## config.mk

```make
export PLATFORM = sky130hd
export DESIGN_NAME = array_insert_delete_sort_search_core
export DESIGN_NICKNAME = d
export VERILOG_FILES = /design/src/rtl/aids_pkg.sv /design/src/rtl/aids_cell.sv /design/src/rtl/array_insert_delete_sort_search_core.sv
export SDC_FILE = /design/constraint.sdc
export NUM_CORES = 2
export LEC_CHECK = 0
export ABC_CLOCK_PERIOD_IN_PS = 9200
export CAP_MARGIN = 20
export CORE_ASPECT_RATIO = 0.5
export CORE_MARGIN = 2
export CORE_UTILIZATION = 50
export DETAILED_ROUTE_END_ITERATION = 10
export DONT_BUFFER_PORTS = 1
export PLACE_DENSITY = 0.67
export SLEW_MARGIN = 15
export SYNTH_ARGS = -nofsm -noshare
export SYNTH_HDL_FRONTEND = slang
export SYNTH_SLANG_ARGS = --single-unit
export TNS_END_PERCENT = 5
```

## constraint.sdc

```tcl
create_clock -name clk -period 9.2 [get_ports clk]
set_clock_uncertainty 0.15 [all_clocks]
set_input_delay 0.92 -clock clk [delete_from_list [all_inputs] [get_ports clk]]
set_output_delay 0.92 -clock clk [all_outputs]
set_load 0.05 [all_outputs]
```

## src/rtl/aids_pkg.sv

```systemverilog
// Shared types and constants for the packed array core.
// Holds sizes, operation and status codes, and the cell control bundle.
// No dependencies.
package aids_pkg;

  localparam int DEPTH  = 16;
  localparam int IDX_W  = $clog2(DEPTH);
  localparam int CNT_W  = 5;
  localparam int DATA_W = 32;
  localparam int OP_W   = 3;
  localparam int ST_W   = 3;

  // Operation codes
  localparam logic [OP_W-1:0] OP_INSERT = 3'd0;
  localparam logic [OP_W-1:0] OP_DELETE = 3'd1;
  localparam logic [OP_W-1:0] OP_SORT   = 3'd2;
  localparam logic [OP_W-1:0] OP_SEARCH = 3'd3;
  localparam logic [OP_W-1:0] OP_READ   = 3'd4;

  // Status codes
  localparam logic [ST_W-1:0] ST_OK       = 3'd0;
  localparam logic [ST_W-1:0] ST_FULL     = 3'd1;
  localparam logic [ST_W-1:0] ST_EMPTY    = 3'd2;
  localparam logic [ST_W-1:0] ST_BADPOS   = 3'd3;
  localparam logic [ST_W-1:0] ST_NOTFOUND = 3'd4;

  // What every cell does in this cycle
  typedef enum logic [2:0] {
    MODE_HOLD,
    MODE_INSERT,
    MODE_DELETE,
    MODE_ROTATE,
    MODE_SORT
  } cell_mode_t;

  typedef struct packed {
    cell_mode_t                mode;
    logic [CNT_W-1:0]          pos;
    logic [CNT_W-1:0]          count;
    logic signed [DATA_W-1:0]  key;
    logic signed [DATA_W-1:0]  first;
    logic                      phase;
  } cell_ctrl_t;

endpackage

```

## src/rtl/aids_cell.sv

```systemverilog
// One storage cell of the array chain: holds a single entry.
// Takes the value of a neighbor, a new key or a compare-exchange result.
// Depends on aids_pkg.
module aids_cell (
  input  logic                               clk,
  input  aids_pkg::cell_ctrl_t               ctrl,
  input  logic [aids_pkg::IDX_W-1:0]         idx,
  input  logic signed [aids_pkg::DATA_W-1:0] left_val,
  input  logic signed [aids_pkg::DATA_W-1:0] right_val,
  output logic signed [aids_pkg::DATA_W-1:0] val
);
  import aids_pkg::*;

  logic signed [DATA_W-1:0] val_r;
  logic signed [DATA_W-1:0] val_nxt;
  logic [CNT_W-1:0]         idx_c;
  logic [CNT_W-1:0]         idx_p1;
  logic                     is_low;
  logic                     is_high;

  assign idx_c  = CNT_W'(idx);
  assign idx_p1 = idx_c + CNT_W'(1);

  // Pair membership for the odd-even exchange pass
  assign is_low  = (idx[0] == ctrl.phase) && (idx_p1 < ctrl.count);
  assign is_high = (idx[0] != ctrl.phase) && (idx_c != '0) && (idx_c < ctrl.count);

  // Select next value of this cell
  always_comb begin
    val_nxt = val_r;
    case (ctrl.mode)
      MODE_INSERT: begin
        if (idx_c == ctrl.pos) begin
          val_nxt = ctrl.key;
        end else if (idx_c > ctrl.pos && idx_c <= ctrl.count) begin
          val_nxt = left_val;
        end
      end
      MODE_DELETE: begin
        if (idx_c >= ctrl.pos && idx_p1 < ctrl.count) begin
          val_nxt = right_val;
        end
      end
      MODE_ROTATE: begin
        if (idx_p1 < ctrl.count) begin
          val_nxt = right_val;
        end else if (idx_p1 == ctrl.count) begin
          val_nxt = ctrl.first;
        end
      end
      MODE_SORT: begin
        if (is_low && (val_r > right_val)) begin
          val_nxt = right_val;
        end else if (is_high && (left_val > val_r)) begin
          val_nxt = left_val;
        end
      end
      default: val_nxt = val_r;
    endcase
  end

  // Hold the entry
  always_ff @(posedge clk) begin
    val_r <= val_nxt;
  end

  assign val = val_r;

endmodule

```

## src/rtl/array_insert_delete_sort_search_core.sv

```systemverilog
// Top level of the packed signed array core: control sequencer and cell chain.
// Depends on aids_pkg and aids_cell.
//
// Usage:
//   Input channel (in_valid/in_ready) carries op, position and value; the
//   result channel (out_valid/out_ready) carries status, data, found_at,
//   entries and last. One transaction is worked on at a time.
//   Insert and delete shift all later cells at once, and the result is registered
//   on acceptance. Sort runs DEPTH odd-even exchange passes across the chain,
//   one per cycle, then registers its result.
//   Search rotates the chain once around comparing the head
//   cell with the key. Read rotates the chain too and emits the head cell
//   each step, one result per cycle while the receiver takes them, last set
//   on the final one.
//   Empty reads and searches, failed checks and a sort of fewer than two
//   entries answer straight from idle; unused op codes are consumed without a result.
//   The next transaction is accepted once the previous result has been taken
//   and the sequencer is idle.
//   Reset clears the entry count and the sequencer; the cells are not cleared
//   and entries above the count are never shown.
//   When the receiver stalls, the result register holds and read stops
//   rotating until the pending result is taken.
module array_insert_delete_sort_search_core (
  input  logic                               clk,
  input  logic                               rst_n,
  input  logic                               in_valid,
  output logic                               in_ready,
  input  logic [aids_pkg::OP_W-1:0]          in_op,
  input  logic [aids_pkg::CNT_W-1:0]         in_position,
  input  logic signed [aids_pkg::DATA_W-1:0] in_value,
  output logic                               out_valid,
  input  logic                               out_ready,
  output logic [aids_pkg::ST_W-1:0]          out_status,
  output logic signed [aids_pkg::DATA_W-1:0] out_data,
  output logic [aids_pkg::CNT_W-1:0]         out_found_at,
  output logic [aids_pkg::CNT_W-1:0]         out_entries,
  output logic                               out_last
);
  import aids_pkg::*;

  typedef enum logic [1:0] {
    S_IDLE,
    S_SORT,
    S_SCAN,
    S_READ
  } state_t;

  typedef struct packed {
    logic [ST_W-1:0]          status;
    logic signed [DATA_W-1:0] data;
    logic [CNT_W-1:0]         found_at;
    logic [CNT_W-1:0]         entries;
    logic                     last;
  } res_t;

  state_t                   state_r, state_nxt;
  logic [CNT_W-1:0]         count_r, count_nxt;
  logic [CNT_W-1:0]         step_r, step_nxt;
  logic [CNT_W-1:0]         found_r, found_nxt;
  logic signed [DATA_W-1:0] key_r, key_nxt;
  logic                     out_valid_r, out_valid_nxt;
  res_t                     res_r, res_nxt;

  cell_ctrl_t               ctrl;
  logic signed [DATA_W-1:0] cell_val [DEPTH];
  logic                     out_free;
  logic                     accept;
  logic [CNT_W-1:0]         step_p1;

  assign out_free = !out_valid_r || out_ready;
  assign in_ready = (state_r == S_IDLE) && !out_valid_r;
  assign accept   = in_valid && in_ready;
  assign step_p1  = step_r + CNT_W'(1);

  // Cell chain
  for (genvar i = 0; i < DEPTH; i++) begin : g_cell
    logic signed [DATA_W-1:0] left_v;
    logic signed [DATA_W-1:0] right_v;
    if (i == 0) begin : g_head
      assign left_v = '0;
    end else begin : g_left
      assign left_v = cell_val[i-1];
    end
    if (i == DEPTH - 1) begin : g_tail
      assign right_v = '0;
    end else begin : g_right
      assign right_v = cell_val[i+1];
    end
    aids_cell u_cell (
      .clk       (clk),
      .ctrl      (ctrl),
      .idx       (IDX_W'(i)),
      .left_val  (left_v),
      .right_val (right_v),
      .val       (cell_val[i])
    );
  end

  // Sequencer next state, cell control and result
  always_comb begin
    state_nxt     = state_r;
    count_nxt     = count_r;
    step_nxt      = step_r;
    found_nxt     = found_r;
    key_nxt       = key_r;
    out_valid_nxt = out_valid_r;
    res_nxt       = res_r;

    ctrl.mode  = MODE_HOLD;
    ctrl.pos   = in_position;
    ctrl.count = count_r;
    ctrl.key   = in_value;
    ctrl.first = cell_val[0];
    ctrl.phase = step_r[0];

    // Drop a result once taken
    if (out_valid_r && out_ready) begin
      out_valid_nxt = 1'b0;
    end

    case (state_r)
      S_IDLE: begin
        if (accept) begin
          case (in_op)
            OP_INSERT: begin
              out_valid_nxt = 1'b1;
              if (count_r == CNT_W'(DEPTH)) begin
                res_nxt = '{ST_FULL, '0, '0, count_r, 1'b1};
              end else if (in_position > count_r) begin
                res_nxt = '{ST_BADPOS, '0, '0, count_r, 1'b1};
              end else begin
                ctrl.mode = MODE_INSERT;
                count_nxt = count_r + CNT_W'(1);
                res_nxt   = '{ST_OK, '0, '0, count_r + CNT_W'(1), 1'b1};
              end
            end
            OP_DELETE: begin
              out_valid_nxt = 1'b1;
              if (count_r == '0) begin
                res_nxt = '{ST_EMPTY, '0, '0, count_r, 1'b1};
              end else if (in_position >= count_r) begin
                res_nxt = '{ST_BADPOS, '0, '0, count_r, 1'b1};
              end else begin
                ctrl.mode = MODE_DELETE;
                count_nxt = count_r - CNT_W'(1);
                res_nxt   = '{ST_OK, cell_val[in_position[IDX_W-1:0]], '0,
                             count_r - CNT_W'(1), 1'b1};
              end
            end
            OP_SORT: begin
              if (count_r < CNT_W'(2)) begin
                out_valid_nxt = 1'b1;
                res_nxt       = '{ST_OK, '0, '0, count_r, 1'b1};
              end else begin
                state_nxt = S_SORT;
                step_nxt  = '0;
              end
            end
            OP_SEARCH: begin
              if (count_r == '0) begin
                out_valid_nxt = 1'b1;
                res_nxt       = '{ST_NOTFOUND, '0, '0, count_r, 1'b1};
              end else begin
                state_nxt = S_SCAN;
                step_nxt  = '0;
                found_nxt = '0;
                key_nxt   = in_value;
              end
            end
            OP_READ: begin
              if (count_r == '0) begin
                out_valid_nxt = 1'b1;
                res_nxt       = '{ST_EMPTY, '0, '0, count_r, 1'b1};
              end else begin
                state_nxt = S_READ;
                step_nxt  = '0;
              end
            end
            default: ;
          endcase
        end
      end

      // Odd-even exchange passes over the whole chain
      S_SORT: begin
        ctrl.mode = MODE_SORT;
        step_nxt  = step_p1;
        if (step_r == CNT_W'(DEPTH - 1)) begin
          state_nxt     = S_IDLE;
          out_valid_nxt = 1'b1;
          res_nxt       = '{ST_OK, '0, '0, count_r, 1'b1};
        end
      end

      // Rotate once around, compare the head with the key
      S_SCAN: begin
        ctrl.mode = MODE_ROTATE;
        step_nxt  = step_p1;
        if (found_r == '0 && cell_val[0] == key_r) begin
          found_nxt = step_p1;
        end
        if (step_p1 == count_r) begin
          state_nxt     = S_IDLE;
          out_valid_nxt = 1'b1;
          if (found_nxt != '0) begin
            res_nxt = '{ST_OK, '0, found_nxt, count_r, 1'b1};
          end else begin
            res_nxt = '{ST_NOTFOUND, '0, '0, count_r, 1'b1};
          end
        end
      end

      // Emit the head cell and rotate, one step per free output slot
      S_READ: begin
        if (out_free) begin
          ctrl.mode     = MODE_ROTATE;
          step_nxt      = step_p1;
          out_valid_nxt = 1'b1;
          res_nxt       = '{ST_OK, cell_val[0], '0, count_r, step_p1 == count_r};
          if (step_p1 == count_r) begin
            state_nxt = S_IDLE;
          end
        end
      end

      default: state_nxt = S_IDLE;
    endcase
  end

  // Hold state and registered outputs
  always_ff @(posedge clk) begin
    if (!rst_n) begin
      state_r     <= S_IDLE;
      count_r     <= '0;
      step_r      <= '0;
      found_r     <= '0;
      out_valid_r <= 1'b0;
    end else begin
      state_r     <= state_nxt;
      count_r     <= count_nxt;
      step_r      <= step_nxt;
      found_r     <= found_nxt;
      out_valid_r <= out_valid_nxt;
    end
    key_r <= key_nxt;
    res_r <= res_nxt;
  end

  assign out_valid    = out_valid_r;
  assign out_status   = res_r.status;
  assign out_data     = res_r.data;
  assign out_found_at = res_r.found_at;
  assign out_entries  = res_r.entries;
  assign out_last     = res_r.last;

  // The entry count never passes the chain length
  a_count_bound: assert property (@(posedge clk) disable iff (!rst_n)
    count_r <= CNT_W'(DEPTH))
    else $error("entry count above depth");

  // A good insert grows the count by exactly one
  a_insert_grows: assert property (@(posedge clk) disable iff (!rst_n)
    (accept && in_op == OP_INSERT && count_r != CNT_W'(DEPTH) &&
     in_position <= count_r) |=> (count_r == $past(count_r) + CNT_W'(1)))
    else $error("insert did not grow the count");

  // Multi-cycle operations never run on an empty array
  a_busy_nonempty: assert property (@(posedge clk) disable iff (!rst_n)
    (state_r == S_READ || state_r == S_SCAN) |-> (count_r != '0))
    else $error("scan or read on empty array");

  // Count is steady while the chain is being walked
  a_count_steady: assert property (@(posedge clk) disable iff (!rst_n)
    (state_r != S_IDLE) |=> $stable(count_r))
    else $error("count changed during a walk");

endmodule

```

==> key figures <==
Cells and area
  • Net count, final: 6516
  • Fin area: 0.0615 mm²
  • Storage cell area: 0.0181 mm²
  • Layout cells sized above 1: 0.0947
  • FILL cells: approximately 10000
  • Area occupied by multi-input gates: 0.0360 mm²
  • Syn-to-layout area delta: 5.86%

Synth
  • Post-Synth Adder-Cell Area: 0.106
  • Multiplexer share of the synthesized area: 0.113
  • Most used DFF post-synth: edfxtp_1
  • Yosys top cell by area: edfxtp_1
  • Post-synth EDFFs: 590
  • Post-synthesis cell area: 0.0581 mm²
  • Largest family of logic cells by synthesized area: compound AO/OA/AOI/OAI gates
  • Part of the Yosys area used for sequential elements: 0.311
  • #FFs+latches synth: 608
  • Synth top area cells: edfxtp_1, ha_1, mux4_2
  • Yosys cell types: 94
  • Yosys Warn Count: 0
  • Post-synthesis simple-gate area fraction: 0.108
  • Synth Area in Compound Gates: 0.276
  • Yosys top cell area share: 0.305
  • Post-Syn Area per Cell: 9.12 µm²
  • Synthesized instance count: 6365
  • Post-synthesis xor/xnor area fraction: 0.00739
  • Asr flop ratio synth: 0
  • Post-Syn Nets: ~6900

CTS
  • Root buffer selected by CTS: clkbuf_16
  • CTS resizes: 0
  • Clk slew on worst S/H paths: roughly 0.07 ns
  • CTS tree: built
  • Clock Latency Late Sink: ~0.7 ns
  • CTS Hold Bufs: 0
  • CTS Buf Count: 68
  • Clock Sinks: approximately 610
  • CTS max path bufs: 3
  • H-tree Lvls: 3
  • Postcts setup bufs: 0

STA
  • Min cycle time layout: 5.47 ns
  • WHS: about 0.19 ns
  • Final period utilization: 0.595
  • Actual slew at the worst max-slew pin: 1.25 ns
  • F_max: 183 MHz
  • Final Setup Violations: 0
  • TNS Setup: 0 ns
  • Slew HR: 0.161
  • Slew Viols, Final: 0
  • Final hold viol count: 0
  • Unrepaired setup endpoints after global routing: no

Detailed routing
  • Vias: 59200
  • Vias per std cell: around 8
  • Per-cell routed wire length: 35.0 µm
  • Initial DRC count: 10900
  • DRC errors left: 0
  • ANT nets after route: 0
  • Routed WL: approximately 260 mm
  • TritonRoute pass-1 iters: 10

GRT
  • Largest net degree at the start of global routing: roughly 150
  • Overall routing resource usage: 0.428
  • Initial antenna violation count: 19
  • Global route total overflow: 0
  • Vias in the first global route: 54700
  • First-pass GRT wire length: about 380 mm

Job
  • Max Cap Violations: 0

Worst setup path
  • Cell family with most CP delay: simple AND/OR/NAND/NOR gates
  • Worst setup EP type: register
  • CP Max Fanout: between 100 and 150
  • Worst EP arrival: between 5 and 6 ns
  • Cells along the critical path: inv_2, ha_1, a211oi_1, o221ai_2, or3_2, nand2_4, buf_12, nand2_1, a22oi_1, o311ai_0
  • Startpoint types: register
  • Worst Path Required: ~9.4 ns
  • Buffers and inverters on the worst path: 2
  • Slowest cell on crit path: dfxtp_1
  • Crit Path Category: register to register
  • R2r setup slk: 3.73 ns
  • Worst path max stage delay: 0.89 ns

Die
  • Die width: 486 µm
  • Die height: 245 µm
  • Ports: just over 90
  • Site Rows: 88
  • Initial Utilization: 0.504
  • CORE AREA: ~0.12 mm²
  • Die footprint: ~0.12 mm²

Pwr
  • Switching Power: between 10 and 15 mW
  • Design Power: 23.4 mW
  • Reg power frac: 0.318
  • P per Cell Area: 381 mW/mm²
  • VDD IR max: 0.000269 V
  • Int Pwr: 11.5 mW
  • Clk pwr share: 0.125
  • Comb pwr share: 0.558
  • Leakage: approximately 24 nW
  • Sw Share: 0.509

Placement
  • Gpl congestion: around 1.0
  • Placement Cell Area: between 0.05 and 0.06 mm²
  • Port Buffer Count: 0
  • Placed wire-length estimate: around 180 mm

Worst hold path
  • Worst min path class: primary input to register

Status
  • Outcome: completed
## state kept, by name, indices dropped and copies added (netlist names), 2 cells and up
name / count
state_r: 2
step_r: 5
out_found_at: 5
key_r: 32
out_status: 3
count_r: 5
found_r: 5
out_data: 32
g_cell.u_cell.val: 512
out_entries: 5
## kinds of logic (layout without fill, tap and decap cells)
group | count (synthesis) | in the layout
AO/OA/AOI/OAI | 2251 | 2251
XOR/XNOR | 49 | 49
adder cells (fa/ha/maj) | 492 | 492
buffers and inverters | 1161 | 828
flip-flops | 608 | 608
multiplexers | 453 | 453
other | 0 | 1
AND/OR/NAND/NOR | 1351 | 1351
## cells in the mapped netlist, types with 99 or more instances
library cell    n
edfxtp_1      590
inv_1         550
nand2_1       506
ha_1          492
a21oi_1       484
clkbuf_1      455
nor2_1        331
mux2i_1       289
a221oi_1      287
o21ai_0       272
o22ai_1       267
a211oi_1      191
mux4_2        160
a221o_1       119
a21o_1        115
nand3_1       115
a31oi_1       106
nand4_1        99
## worst register-to-register path: cells and delay by family (launching register included)
family / cells / cell delay (ns)
and+or+nand+nor: 3 / 1.54
AOI/OAI and AO/OA: 4 / 1.27
DFF: 1 / 0.89
buffers and inverters: 2 / 0.88
adders and majority gates: 1 / 0.36
## path summary, 6_finish.rpt
path                            from                                   to  depth (start not counted)
max          count_r[2]$_SDFFE_PN0P_  g_cell[12].u_cell.val[24]$_DFFE_PP_                         10
min                            rst_n              count_r[3]$_SDFFE_PN0P_                          1
max reg2reg  count_r[2]$_SDFFE_PN0P_  g_cell[12].u_cell.val[24]$_DFFE_PP_                         10
min reg2reg   step_r[4]$_SDFFE_PN0P_               step_r[4]$_SDFFE_PN0P_                          3
## cell type report
type	instances	area share
Inverter	552	0.0337
Multi-Input combinational cell	4596	0.585
Timing Repair Buffer	154	0.0208
Sequential cell	608	0.294
Tap cell	1530	0.0311
Clock inverter	44	0.00598
Antenna cell	1	0.0000407
Clock buffer	78	0.0295
## metrics by stage
step                std cells  utilization  worst slack, ns
global route             7562        0.533             3.61
floorplan                6365            -           0.0536
finish                   7563        0.533             3.73
detailed placement       7439        0.514             3.98
global placement         7436        0.513             3.87
CTS                      7561        0.533             3.94
## per-layer routing
| metal | GRT usage | share of wire |
|---|---|---|
| met2 | 0.575 | 0.38 |
| met4 | 0.212 | 0.058 |
| met3 | 0.203 | 0.19 |
| met5 | 0.00644 | 0.00085 |
| met1 | 0.568 | 0.36 |
## power groups by stage
| stage | registers (mW) | clock network [mW] | logic, mW |
|---|---|---|---|
| finish | 7.45 | 2.92 | 13.1 |
| global route | 7.48 | 2.99 | 13.9 |
| CTS | 7.25 | 2.90 | 12.4 |
| detailed placement | 7.30 | 0 | 12.4 |
| global placement | 7.23 | 0 | 11.9 |
| floorplan | 6.40 | 0 | 8.85 |
## cell usage in the layout (no fill, tap or decap), types with 72 or more instances in the layout
cell and n:
o22ai_1 267, nand3_1 113, o21ai_0 272, a21oi_1 478
a221oi_1 284, mux4_2 160, edfxtp_1 590, inv_1 549
a21o_1 115, mux2i_1 288, nand4_1 99, nand2_1 502
a31oi_1 105, a211oi_1 189, a221o_1 118, and3_1 72
ha_1 492, nor2_1 312, buf_4 145
(Power assumes the default switching activity.)
